$ cat src/sv/utf8v_pkg.sv
// ----------------------------------------------------------------------------
// utf8v_pkg
// Shared types and byte-class constants for the UTF-8 validator.
// ----------------------------------------------------------------------------
package utf8v_pkg;

  localparam int unsigned OUT_W = 32;

  // Byte class boundaries
  localparam logic [7:0] ZERO_BYTE  = 8'h00;
  localparam logic [7:0] NEWLINE    = 8'h0A;
  localparam logic [7:0] SINGLE_TOP = 8'h7F;
  localparam logic [7:0] CONT_MIN   = 8'h80;
  localparam logic [7:0] CONT_MAX   = 8'hBF;
  localparam logic [7:0] LEAD2_MIN  = 8'hC2;
  localparam logic [7:0] LEAD2_MAX  = 8'hDF;
  localparam logic [7:0] LEAD3_MIN  = 8'hE0;
  localparam logic [7:0] LEAD3_MAX  = 8'hEF;
  localparam logic [7:0] LEAD4_MIN  = 8'hF0;
  localparam logic [7:0] LEAD4_MAX  = 8'hF4;

  typedef logic [1:0] pend_t;

  localparam pend_t PEND_NONE  = 2'd0;
  localparam pend_t PEND_ONE   = 2'd1;
  localparam pend_t PEND_TWO   = 2'd2;
  localparam pend_t PEND_THREE = 2'd3;

  typedef struct packed {
    logic [7:0] text_byte;
    logic       last_byte;
  } in_item_t;

  typedef struct packed {
    logic             still_valid;
    logic             first_error;
    logic [OUT_W-1:0] err_line;
    logic [OUT_W-1:0] err_column;
    logic [OUT_W-1:0] err_offset;
    logic             end_of_text;
  } out_item_t;

  // Decoder verdict for one byte
  typedef struct packed {
    logic  is_zero;
    logic  is_newline;
    logic  bad;
    pend_t pend_dec;
  } dec_t;

endpackage

$ cat src/sv/utf8_validator_with_position.sv
// ----------------------------------------------------------------------------
// utf8_validator_with_position
// UTF-8 structure checker that reports the line, column and offset of the
// first invalid byte of each text.
// ----------------------------------------------------------------------------
//
//   channel   signals                          carries
//   -------   ------------------------------   -------------------------------
//   input     in_valid  in_ready  in_data      one text byte and its last flag
//   result    out_valid out_ready out_data     verdict and first error spot
//
// Flow: one transfer per clock in both directions while out_ready is high;
//   each byte passes through the input register and then the result
//   register, which its result transfers from. The per-byte decode and
//   counter update sit between the input register and the result register.
// Reset: rst_n low clears both stages and returns the validator to the start
//   of a text (line 1, column 1, offset 0, no error).
// Stalls: out_ready low holds the result register; the input register still
//   takes a transfer while it is empty, so one item waits on each side.
//
module utf8_validator_with_position
  import utf8v_pkg::*;
#(
  parameter int unsigned COUNT_WIDTH = 32
)
(
  input  logic      clk,
  input  logic      rst_n,
  input  logic      in_valid,
  output logic      in_ready,
  input  in_item_t  in_data,
  output logic      out_valid,
  input  logic      out_ready,
  output out_item_t out_data
);

  // --------------------------------------------------------------------------
  // Handshake: advance the result stage when it is empty or being drained,
  // and refill the input stage whenever it is empty or moving on.
  // --------------------------------------------------------------------------
  logic      in_valid_r;
  in_item_t  in_item_r;
  logic      out_valid_r;
  out_item_t out_item_r, out_item_nxt;
  logic      adv;
  logic      step;

  assign adv      = !out_valid_r || out_ready;
  assign step     = in_valid_r && adv;
  assign in_ready = !in_valid_r || adv;

  always_ff @(posedge clk) begin
    if (!rst_n) begin
      in_valid_r <= 1'b0;
    end else if (in_ready) begin
      in_valid_r <= in_valid;
    end
  end

  // Payload: load on transfer only
  always_ff @(posedge clk) begin
    if (in_valid && in_ready) begin
      in_item_r <= in_data;
    end
  end

  // --------------------------------------------------------------------------
  // Decode state: continuation bytes due and the sticky error flag.
  // --------------------------------------------------------------------------
  pend_t pend_r, pend_nxt;
  logic  err_r, err_nxt;
  dec_t  dec;

  utf8v_decode u_decode (
    .text_byte (in_item_r.text_byte),
    .pend      (pend_r),
    .dec       (dec)
  );

  logic [COUNT_WIDTH-1:0] cur_line, cur_col, cur_off;
  logic                   ends;

  // A zero byte ends the text regardless of the last flag
  assign ends = dec.is_zero || in_item_r.last_byte;

  utf8v_pos #(
    .COUNT_WIDTH (COUNT_WIDTH)
  ) u_pos (
    .clk        (clk),
    .rst_n      (rst_n),
    .step       (step),
    .ends       (ends),
    .is_newline (dec.is_newline),
    .line_num   (cur_line),
    .col_num    (cur_col),
    .offset     (cur_off)
  );

  // --------------------------------------------------------------------------
  // First error: a bad byte, or a text that closes with a sequence cut short.
  // Both take the position of the current byte, before its counter update.
  // --------------------------------------------------------------------------
  logic latch;
  logic err_after;

  always_comb begin
    if (dec.is_zero) begin
      latch = !err_r && (pend_r != PEND_NONE);
    end else begin
      latch = !err_r && (dec.bad || (in_item_r.last_byte && dec.pend_dec != PEND_NONE));
    end
  end

  assign err_after = err_r || latch;

  always_comb begin
    pend_nxt = pend_r;
    err_nxt  = err_r;
    if (step) begin
      if (ends) begin
        pend_nxt = PEND_NONE;
        err_nxt  = 1'b0;
      end else begin
        // drop pending work once an error is on record
        pend_nxt = err_after ? PEND_NONE : dec.pend_dec;
        err_nxt  = err_after;
      end
    end
  end

  always_ff @(posedge clk) begin
    if (!rst_n) begin
      pend_r <= PEND_NONE;
      err_r  <= 1'b0;
    end else begin
      pend_r <= pend_nxt;
      err_r  <= err_nxt;
    end
  end

  // --------------------------------------------------------------------------
  // Saved error position, kept at the 32-bit result width.
  // --------------------------------------------------------------------------
  logic [OUT_W-1:0] line_lo, col_lo, off_lo;

  generate
    if (COUNT_WIDTH >= OUT_W) begin : g_trunc
      assign line_lo = cur_line[OUT_W-1:0];
      assign col_lo  = cur_col[OUT_W-1:0];
      assign off_lo  = cur_off[OUT_W-1:0];
    end else begin : g_ext
      assign line_lo = {{(OUT_W-COUNT_WIDTH){1'b0}}, cur_line};
      assign col_lo  = {{(OUT_W-COUNT_WIDTH){1'b0}}, cur_col};
      assign off_lo  = {{(OUT_W-COUNT_WIDTH){1'b0}}, cur_off};
    end
  endgenerate

  logic [OUT_W-1:0] sv_line_r, sv_line_nxt;
  logic [OUT_W-1:0] sv_col_r, sv_col_nxt;
  logic [OUT_W-1:0] sv_off_r, sv_off_nxt;
  logic [OUT_W-1:0] rep_line, rep_col, rep_off;

  assign rep_line = latch ? line_lo : sv_line_r;
  assign rep_col  = latch ? col_lo  : sv_col_r;
  assign rep_off  = latch ? off_lo  : sv_off_r;

  always_comb begin
    sv_line_nxt = sv_line_r;
    sv_col_nxt  = sv_col_r;
    sv_off_nxt  = sv_off_r;
    if (step) begin
      if (ends) begin
        sv_line_nxt = '0;
        sv_col_nxt  = '0;
        sv_off_nxt  = '0;
      end else begin
        sv_line_nxt = rep_line;
        sv_col_nxt  = rep_col;
        sv_off_nxt  = rep_off;
      end
    end
  end

  always_ff @(posedge clk) begin
    if (!rst_n) begin
      sv_line_r <= '0;
      sv_col_r  <= '0;
      sv_off_r  <= '0;
    end else begin
      sv_line_r <= sv_line_nxt;
      sv_col_r  <= sv_col_nxt;
      sv_off_r  <= sv_off_nxt;
    end
  end

  // --------------------------------------------------------------------------
  // Result register: shows the state before any end-of-text clearing.
  // --------------------------------------------------------------------------
  always_comb begin
    out_item_nxt.still_valid = !err_after;
    out_item_nxt.first_error = latch;
    out_item_nxt.err_line    = rep_line;
    out_item_nxt.err_column  = rep_col;
    out_item_nxt.err_offset  = rep_off;
    out_item_nxt.end_of_text = ends;
  end

  always_ff @(posedge clk) begin
    if (!rst_n) begin
      out_valid_r <= 1'b0;
    end else if (adv) begin
      out_valid_r <= in_valid_r;
    end
  end

  always_ff @(posedge clk) begin
    if (step) begin
      out_item_r <= out_item_nxt;
    end
  end

  assign out_valid = out_valid_r;
  assign out_data  = out_item_r;

  // --------------------------------------------------------------------------
  // Assertions
  // --------------------------------------------------------------------------
  a_err_no_pending: assert property (@(posedge clk) disable iff (!rst_n)
    err_r |-> (pend_r == PEND_NONE))
    else $error("pending count held after an error");

  a_end_clears: assert property (@(posedge clk) disable iff (!rst_n)
    (step && ends) |=> (!err_r && pend_r == PEND_NONE && sv_off_r == '0))
    else $error("state not cleared after end of text");

  a_first_not_valid: assert property (@(posedge clk) disable iff (!rst_n)
    (out_valid && out_data.first_error) |-> !out_data.still_valid)
    else $error("first error reported on a valid text");

  a_valid_no_pos: assert property (@(posedge clk) disable iff (!rst_n)
    (out_valid && out_data.still_valid) |->
      (out_data.err_line == '0 && out_data.err_column == '0 && out_data.err_offset == '0))
    else $error("error position reported with no error");

endmodule

$ cat src/sv/utf8v_decode.sv
// ----------------------------------------------------------------------------
// utf8v_decode
// Classifies one byte against the number of continuation bytes still due.
// ----------------------------------------------------------------------------
module utf8v_decode
  import utf8v_pkg::*;
(
  input  logic [7:0] text_byte,
  input  pend_t      pend,
  output dec_t       dec
);

  always_comb begin
    dec            = '0;
    dec.is_zero    = (text_byte == ZERO_BYTE);
    dec.is_newline = (text_byte == NEWLINE);
    dec.pend_dec   = pend;
    if (pend == PEND_NONE) begin
      if (text_byte inside {[ZERO_BYTE:SINGLE_TOP]}) begin
        dec.pend_dec = PEND_NONE;
      end else if (text_byte inside {[LEAD2_MIN:LEAD2_MAX]}) begin
        dec.pend_dec = PEND_ONE;
      end else if (text_byte inside {[LEAD3_MIN:LEAD3_MAX]}) begin
        dec.pend_dec = PEND_TWO;
      end else if (text_byte inside {[LEAD4_MIN:LEAD4_MAX]}) begin
        dec.pend_dec = PEND_THREE;
      end else begin
        dec.bad = 1'b1;
      end
    end else begin
      // continuation expected
      if (text_byte inside {[CONT_MIN:CONT_MAX]}) begin
        dec.pend_dec = pend - PEND_ONE;
      end else begin
        dec.bad      = 1'b1;
        dec.pend_dec = PEND_NONE;
      end
    end
  end

endmodule

$ cat src/sv/utf8v_pos.sv
// ----------------------------------------------------------------------------
// utf8v_pos
// Saturating line, column and byte offset counters of the current byte.
// ----------------------------------------------------------------------------
module utf8v_pos
  import utf8v_pkg::*;
#(
  parameter int unsigned COUNT_WIDTH = 32
)
(
  input  logic                   clk,
  input  logic                   rst_n,
  input  logic                   step,
  input  logic                   ends,
  input  logic                   is_newline,
  output logic [COUNT_WIDTH-1:0] line_num,
  output logic [COUNT_WIDTH-1:0] col_num,
  output logic [COUNT_WIDTH-1:0] offset
);

  localparam logic [COUNT_WIDTH-1:0] CNT_MAX = '1;
  localparam logic [COUNT_WIDTH-1:0] CNT_ONE = COUNT_WIDTH'(1);

  logic [COUNT_WIDTH-1:0] line_r, line_nxt;
  logic [COUNT_WIDTH-1:0] col_r, col_nxt;
  logic [COUNT_WIDTH-1:0] off_r, off_nxt;

  always_comb begin
    line_nxt = line_r;
    col_nxt  = col_r;
    off_nxt  = off_r;
    if (step) begin
      if (ends) begin
        line_nxt = CNT_ONE;
        col_nxt  = CNT_ONE;
        off_nxt  = '0;
      end else begin
        if (is_newline) begin
          line_nxt = (line_r == CNT_MAX) ? line_r : line_r + CNT_ONE;
          col_nxt  = CNT_ONE;
        end else begin
          col_nxt  = (col_r == CNT_MAX) ? col_r : col_r + CNT_ONE;
        end
        off_nxt = (off_r == CNT_MAX) ? off_r : off_r + CNT_ONE;
      end
    end
  end

  always_ff @(posedge clk) begin
    if (!rst_n) begin
      line_r <= CNT_ONE;
      col_r  <= CNT_ONE;
      off_r  <= '0;
    end else begin
      line_r <= line_nxt;
      col_r  <= col_nxt;
      off_r  <= off_nxt;
    end
  end

  assign line_num = line_r;
  assign col_num  = col_r;
  assign offset   = off_r;

endmodule

$ cat config.mk
export PLATFORM = sky130hd
export DESIGN_NAME = utf8_validator_with_position
export DESIGN_NICKNAME = d
export VERILOG_FILES = /design/src/sv/utf8v_pkg.sv /design/src/sv/utf8_validator_with_position.sv /design/src/sv/utf8v_decode.sv /design/src/sv/utf8v_pos.sv
export SDC_FILE = /design/constraint.sdc
export NUM_CORES = 1
export LEC_CHECK = 0
export BUFFER_PORTS_ARGS = -buffer_cell sky130_fd_sc_hd__buf_4
export CORE_MARGIN = 2
export CORE_UTILIZATION = 42
export CTS_BUF_LIST = sky130_fd_sc_hd__clkbuf_4 sky130_fd_sc_hd__clkbuf_8
export CTS_CLUSTER_SIZE = 10
export DETAILED_ROUTE_END_ITERATION = 7
export GPL_TIMING_DRIVEN = 0
export PLACE_DENSITY_LB_ADDON = 0.1
export SKIP_CTS_REPAIR_TIMING = 1
export SYNTH_ARGS = -nofsm -noshare
export SYNTH_HDL_FRONTEND = slang
export SYNTH_SLANG_ARGS = --single-unit
$ cat constraint.sdc
create_clock -name clk -period 11.15 [get_ports clk]
set_input_delay 0.5575 -clock clk [delete_from_list [all_inputs] [get_ports clk]]
set_output_delay 0.5575 -clock clk [all_outputs]
set_load 0.02 [all_outputs]
== Yosys cells after proc, flatten, opt, wreduce, memory -nomap -nowiden ==
Index checks and enable logic that the tools add are counted.

* Output and inout bits: 101
* Input bits: 13
* Register bits: 305

* Magnitude comparators: 10
* Reductions and logical operators: 27
* Equal/unequal tests: 7
* $add $sub $neg: 4
* Mux-type cells: 29

{| class="wikitable"
|+ Operators with widths
! kind !! count
|-
| $mux W32 || 14
|-
| $add A32 B1 Y32 const B || 3
|-
| $eq A32 B32 Y1 const B || 3
|-
| $ge A8 B8 Y1 const B || 4
|-
| $le A8 B8 Y1 const B || 4
|-
| $mux W2 || 7
|-
| $logic_and A1 B1 Y1 || 10
|-
| $eq A8 B4 Y1 const B || 1
|-
| $ge A8 B1 Y1 const B || 1
|-
| $le A8 B7 Y1 const B || 1
|-
| $logic_not A8 Y1 || 1
|-
| $mux W1 || 7
|-
| $reduce_bool A2 Y1 || 3
|-
| $logic_or A1 B1 Y1 || 5
|-
| $logic_not A1 Y1 || 4
|-
| $ne A2 B2 Y1 const B || 2
|-
| $reduce_and A2 Y1 || 2
|-
| $mux W3 || 1
|-
| $ne A3 B2 Y1 const B || 1
|-
| $reduce_and A3 Y1 || 1
|-
| $logic_not A2 Y1 || 1
|-
| $sub A2 B1 Y2 const B || 1
|}

== Depth between registers and ports, before layout ==
* Depth in word-level cells: 15
* Gate-level depth with buffers: 10
* Gate-level depth less buffers: 8

== Cells and area by module ==
A second synthesis with hierarchy kept.

* Cell total of the unflattened synthesis: 1195
* Area total of the unflattened synthesis: 13282.7 um^2

{| class="wikitable"
|+ Modules (own cells, without submodules)
! module !! cells each !! area each (um^2) !! seq. area each (um^2) !! instances
|-
| utf8_validator_with_position || 464 || 7567.3 || 5265.0 || 1
|-
| utf8v_pos || 701 || 5510.3 || 1921.8 || 1
|-
| utf8v_decode || 30 || 205.2 || 0.0 || 1
|}

== Least setup slack after synthesis ==
No wires, ideal clock.

* Path type: in2reg
* Start point: input out_ready
* End point: register u_pos.off_r[28], in the netlist u_pos.offset[28]
* Data arrival time: 4.031 ns
* Required time: 11.080 ns
* Setup time: 0.070 ns
* Path slack: 7.049 ns
* Cell stages on the path: 6
* Path through: nand2b_1 nand2_1 inv_1 nand3_1 or3_1 a21oi_1

* Cells in the longest elaborated chain, start to end: 3

{| class="wikitable"
|+ RTL lines
! item !! RTL line !! text
|-
| from (decl) || utf8_validator_with_position.sv:33 || <nowiki>input logic out_ready,</nowiki>
|-
| $logic_or A1 B1 Y1 || utf8_validator_with_position.sv:48 || <nowiki>assign adv = !out_valid_r || out_ready;</nowiki>
|-
| $logic_and A1 B1 Y1 || utf8_validator_with_position.sv:49 || <nowiki>assign step = in_valid_r && adv;</nowiki>
|-
| net step || utf8_validator_with_position.sv:46 || <nowiki>logic step;</nowiki>
|-
| $reduce_and A2 Y1 (no source line) || -- ||
|-
| to (signal assigned) || utf8v_pos.sv:57 || <nowiki>off_r <= off_nxt;</nowiki>
|-
| to (decl) || utf8v_pos.sv:26 || <nowiki>logic [COUNT_WIDTH-1:0] off_r, off_nxt;</nowiki>
|}

The timed path passes the listed nets, and every way through them passes these cells.
A chain may end at the register's enable or synchronous reset.

== Worst setup path after layout ==
* Start point: register in_item_r[8] (netlist name)
* End point: register sv_col_r[24]

* Cells in the longest elaborated chain, start to end: 14

{| class="wikitable"
|+ RTL lines
! item !! RTL line !! text
|-
| from (decl) || utf8_validator_with_position.sv:42 || <nowiki>in_item_t in_item_r;</nowiki>
|-
| from (signal assigned) || utf8_validator_with_position.sv:63 || <nowiki>in_item_r <= in_data;</nowiki>
|-
| $ge A8 B8 Y1 / $le A8 B8 Y1 (equally long branches) || utf8v_decode.sv:25 || <nowiki>end else if (text_byte inside {[LEAD4_MIN:LEAD4_MAX]}) begin</nowiki>
|-
| $logic_and A1 B1 Y1 || utf8v_decode.sv:25 ||
|-
| $mux W2 || utf8v_decode.sv:25 ||
|-
| $mux W2 || utf8v_decode.sv:23 || <nowiki>end else if (text_byte inside {[LEAD3_MIN:LEAD3_MAX]}) begin</nowiki>
|-
| $mux W2 || utf8v_decode.sv:21 || <nowiki>end else if (text_byte inside {[LEAD2_MIN:LEAD2_MAX]}) begin</nowiki>
|-
| $mux W2 || utf8v_decode.sv:19 || <nowiki>if (text_byte inside {[ZERO_BYTE:SINGLE_TOP]}) begin</nowiki>
|-
| $mux W3 || utf8v_decode.sv:18 || <nowiki>if (pend == PEND_NONE) begin</nowiki>
|-
| $reduce_bool A2 Y1 || utf8_validator_with_position.sv:110 || <nowiki>latch = !err_r && (dec.bad || (in_item_r.last_byte && dec.pend_dec != PEND_NONE));</nowiki>
|-
| $logic_and A1 B1 Y1 || utf8_validator_with_position.sv:110 ||
|-
| $logic_or A1 B1 Y1 || utf8_validator_with_position.sv:110 ||
|-
| $logic_and A1 B1 Y1 || utf8_validator_with_position.sv:110 ||
|-
| $mux W1 || utf8_validator_with_position.sv:107 || <nowiki>if (dec.is_zero) begin</nowiki>
|-
| $mux W32 || utf8_validator_with_position.sv:164 || <nowiki>assign rep_col = latch ? col_lo : sv_col_r;</nowiki>
|-
| $mux W32 * || utf8_validator_with_position.sv:172 || <nowiki>if (ends) begin</nowiki>
|-
| to (signal assigned) || utf8_validator_with_position.sv:191 || <nowiki>sv_col_r <= sv_col_nxt;</nowiki>
|-
| to (decl) || utf8_validator_with_position.sv:159 || <nowiki>logic [OUT_W-1:0] sv_col_r, sv_col_nxt;</nowiki>
|}

Mark *: on every way between the ends. The rest lies on a longest branch, timed or not.

==> qor.csv <==
stage,metric,value,unit
final_layout,final-seq-area,7187,sq um
floorplanning,dieHeight,177.4,um
synthesis,synthFlopType,dfxtp_1,
floorplanning,core-area,29640,sq um
floorplanning,fp.dieArea,31470,sq um
sta,period_minus_slack,3.723,ns
clock_network,cts_buffer_depth,3,
sta,slew_headroom,27.73,%
floorplanning,initial_core_util,42.60,%
placement,port_buffers,112,
drt,viasPerCell,5.272,
sta,slew_viol_final,0,
power_and_ir_drop,power.density,151.8,nW/um^2
synthesis,syn_area,12630,sq um
synthesis,synth_commonest_cells,"dfxtp_1 (197), edfxtp_1 (108), a22o_1 (98), nor2_1 (79), mux2_2 (67)",
synthesis,yosys_warnings,0,
final_layout,drive_gt1_share,27.89,%
final_layout,finalNetCount,1237,
placement,gp_congestion,0.7720,
global_routing,grt_max_degree,58,
final_layout,final_core_util,50.47,%
sta,hold_viol_final,0,
sta,setup_viol,0,
clock_network,clk_pin_slew,0.07,ns
drt,via_count,8709,
synthesis,synth_nets,1071,
setup_path,path_class,flop to flop,
worst_hold_path,hp-class,input pin to flop,
setup_path,cp.arrival,4.22,ns
floorplanning,num_rows,63,
clock_network,cts_buffers,51,
drt,wl_per_cell,16.83,um
global_routing,grt_pass1_vias,8609,
drt,drc,0,
flow_run,max-cap-violations,0,
synthesis,synth_enable_flop_cells,108,
synthesis,synth_cell_types,70,
sta,rsz0062_at_grt,no,
clock_network,tritoncts,yes,
floorplanning,boundaryPins,114,
power_and_ir_drop,p_total,2270,uW
floorplanning,die_x,177.4,um
synthesis,yosys-top-cells-area,"dfxtp_1 (31%), edfxtp_1 (26%), a22o_1 (6.8%), mux2_2 (6.0%), mux2_4 (3.4%)",
final_layout,multi_input_area,5074,sq um
clock_network,cts-root-buf,clkbuf_8,
synthesis,synth_seq_cells,305,
sta,fin_worst_skew,0.02078,ns
global_routing,grt_overflow,0,
sta,whs,0.1715,ns
synthesis,netlist_instances,1054,
power_and_ir_drop,leakage,0.005422,uW
synthesis,syn_area_per_cell,11.98,sq um
sta,max_slew.worst_pin.slew,1.084,ns
synthesis,synth_most_common_cell,dfxtp_1,
final_layout,n_antenna_cell,0,
placement,dp_slack,7.527,ns
sta,setup_slack,7.427,ns
setup_path,critPathMaxFanout,10,
power_and_ir_drop,peakVddDrop,0.09094,mV
synthesis,async_flop_share,0,%
synthesis,seq_area_frac_synth,56.92,%
drt,first_iter_violations,425,
synthesis,netlist.top_cell.by_area,dfxtp_1,
synthesis,synth_top_area_share,31.23,%
global_routing,antenna_found_initial,0,
final_layout,syn_to_final_growth,18.46,%
drt,drtPass1Iterations,5,
global_routing,grtUsageTotal,17.75,%
placement,hpwlAfterDp,18560,um
sta,tns,0,ns
clock_network,cts-htree-levels,2,
clock_network,insertion_delay,0.57,ns
global_routing,grt_pass1_wl,45150,um
setup_path,cp-end-kind,flop,
setup_path,cp.required,11.65,ns
final_layout,fillers,2771,
clock_network,clock_sinks,305,
drt,drt-total-wl,27810,um
sta,fin_crit_sh,33.39,%
status,status,"finished, final reports clean",
setup_path,start_kind,flop,
sta,fmax,268.6,MHz
drt,antenna_left,0,
through the flow:
stage | std cells | instance area, sq um
final | 1652 | 14960
after global routing | 1652 | 14960
after CTS | 1652 | 14960
after detailed placement | 1557 | 13990
after global placement | 1556 | 13960
after floorplan | 1054 | 12630
logic make-up (layout without fill, tap and decap cells):
group / Yosys count / after routing / share of synthesized area, %
and+or+nand+nor: 310 / 310 / 13.58
DFF: 305 / 305 / 56.92
xor gates and xnor gates: 67 / 67 / 4.647
muxes: 97 / 97 / 9.503
adders and majority gates: 4 / 4 / 0.3964
buffers and inverters: 77 / 285 / 2.903
AOI/OAI and AO/OA: 194 / 194 / 12.05
sequential cells by signal, indices dropped and copies added, names as in the netlist, 9 cells and up:
name	cells
in_item_r	9
out_data	99
sv_col_r	32
sv_line_r	32
sv_off_r	32
u_pos.col_num	32
u_pos.line_num	32
u_pos.offset	32
power by group:
group	switching (uW)	total (uW)	internal, uW
Combinational	95.7	150	54.1
Sequential	10.3	1180	1170
Clock	433	938	504
worst max-delay path, cell delays in order, from the launching register on:
cell and delay [ns]:
edfxtp_1 0.54, nor4_4 0.14, a21oi_1 0.67, o21ai_1 0.28
a21oi_1 0.89, clkbuf_1 0.60, buf_2 0.35, a22o_1 0.17
cell usage in the layout (no fill, tap or decap), types with 8 or more instances in the layout:
cell type,count
a21oi_1,22
a22o_1,98
clkbuf_4,19
nand4_1,31
nand3_1,32
mux2_2,67
or3_1,17
xor2_1,28
dfxtp_1,197
o21ai_0,21
nand2_1,46
mux2_4,29
o21a_1,8
buf_4,114
buf_2,25
edfxtp_1,108
clkinv_1,15
and3_1,14
and4_1,8
clkbuf_1,20
nor3_1,21
inv_1,16
clkbuf_8,53
nor2_1,79
nor4_1,15
xnor2_1,39
metal layers:
metal	share of wire, %	track usage (%)	routed length [um]
met2	45	27.74	12430
met3	4.7	3.235	1312
met5	0	0	0
met1	49	25.18	13590
met4	1.7	5.089	475
layout make-up:
type,count,area share (%)
inverters,17,0.4433
plain buffers,60,2.024
flip-flops and latches,305,48.05
clock inverters,23,0.6692
multi-input cells,672,33.92
repair buffers,113,5.805
well taps,390,3.262
clock buffers,72,5.830
final timing paths:
kind,cells after the start,endpoint,from,slack (ns)
setup reg to reg,7,sv_col_r[24],in_item_r[8],7.43
hold reg to reg,1,sv_off_r[22],sv_off_r[22],0.47
setup / recovery,7,sv_col_r[24],in_item_r[8],7.43
hold / removal,1,in_item_r[1],in_data[1],0.17
No activity file was read; power rests on OpenSTA's default activity.
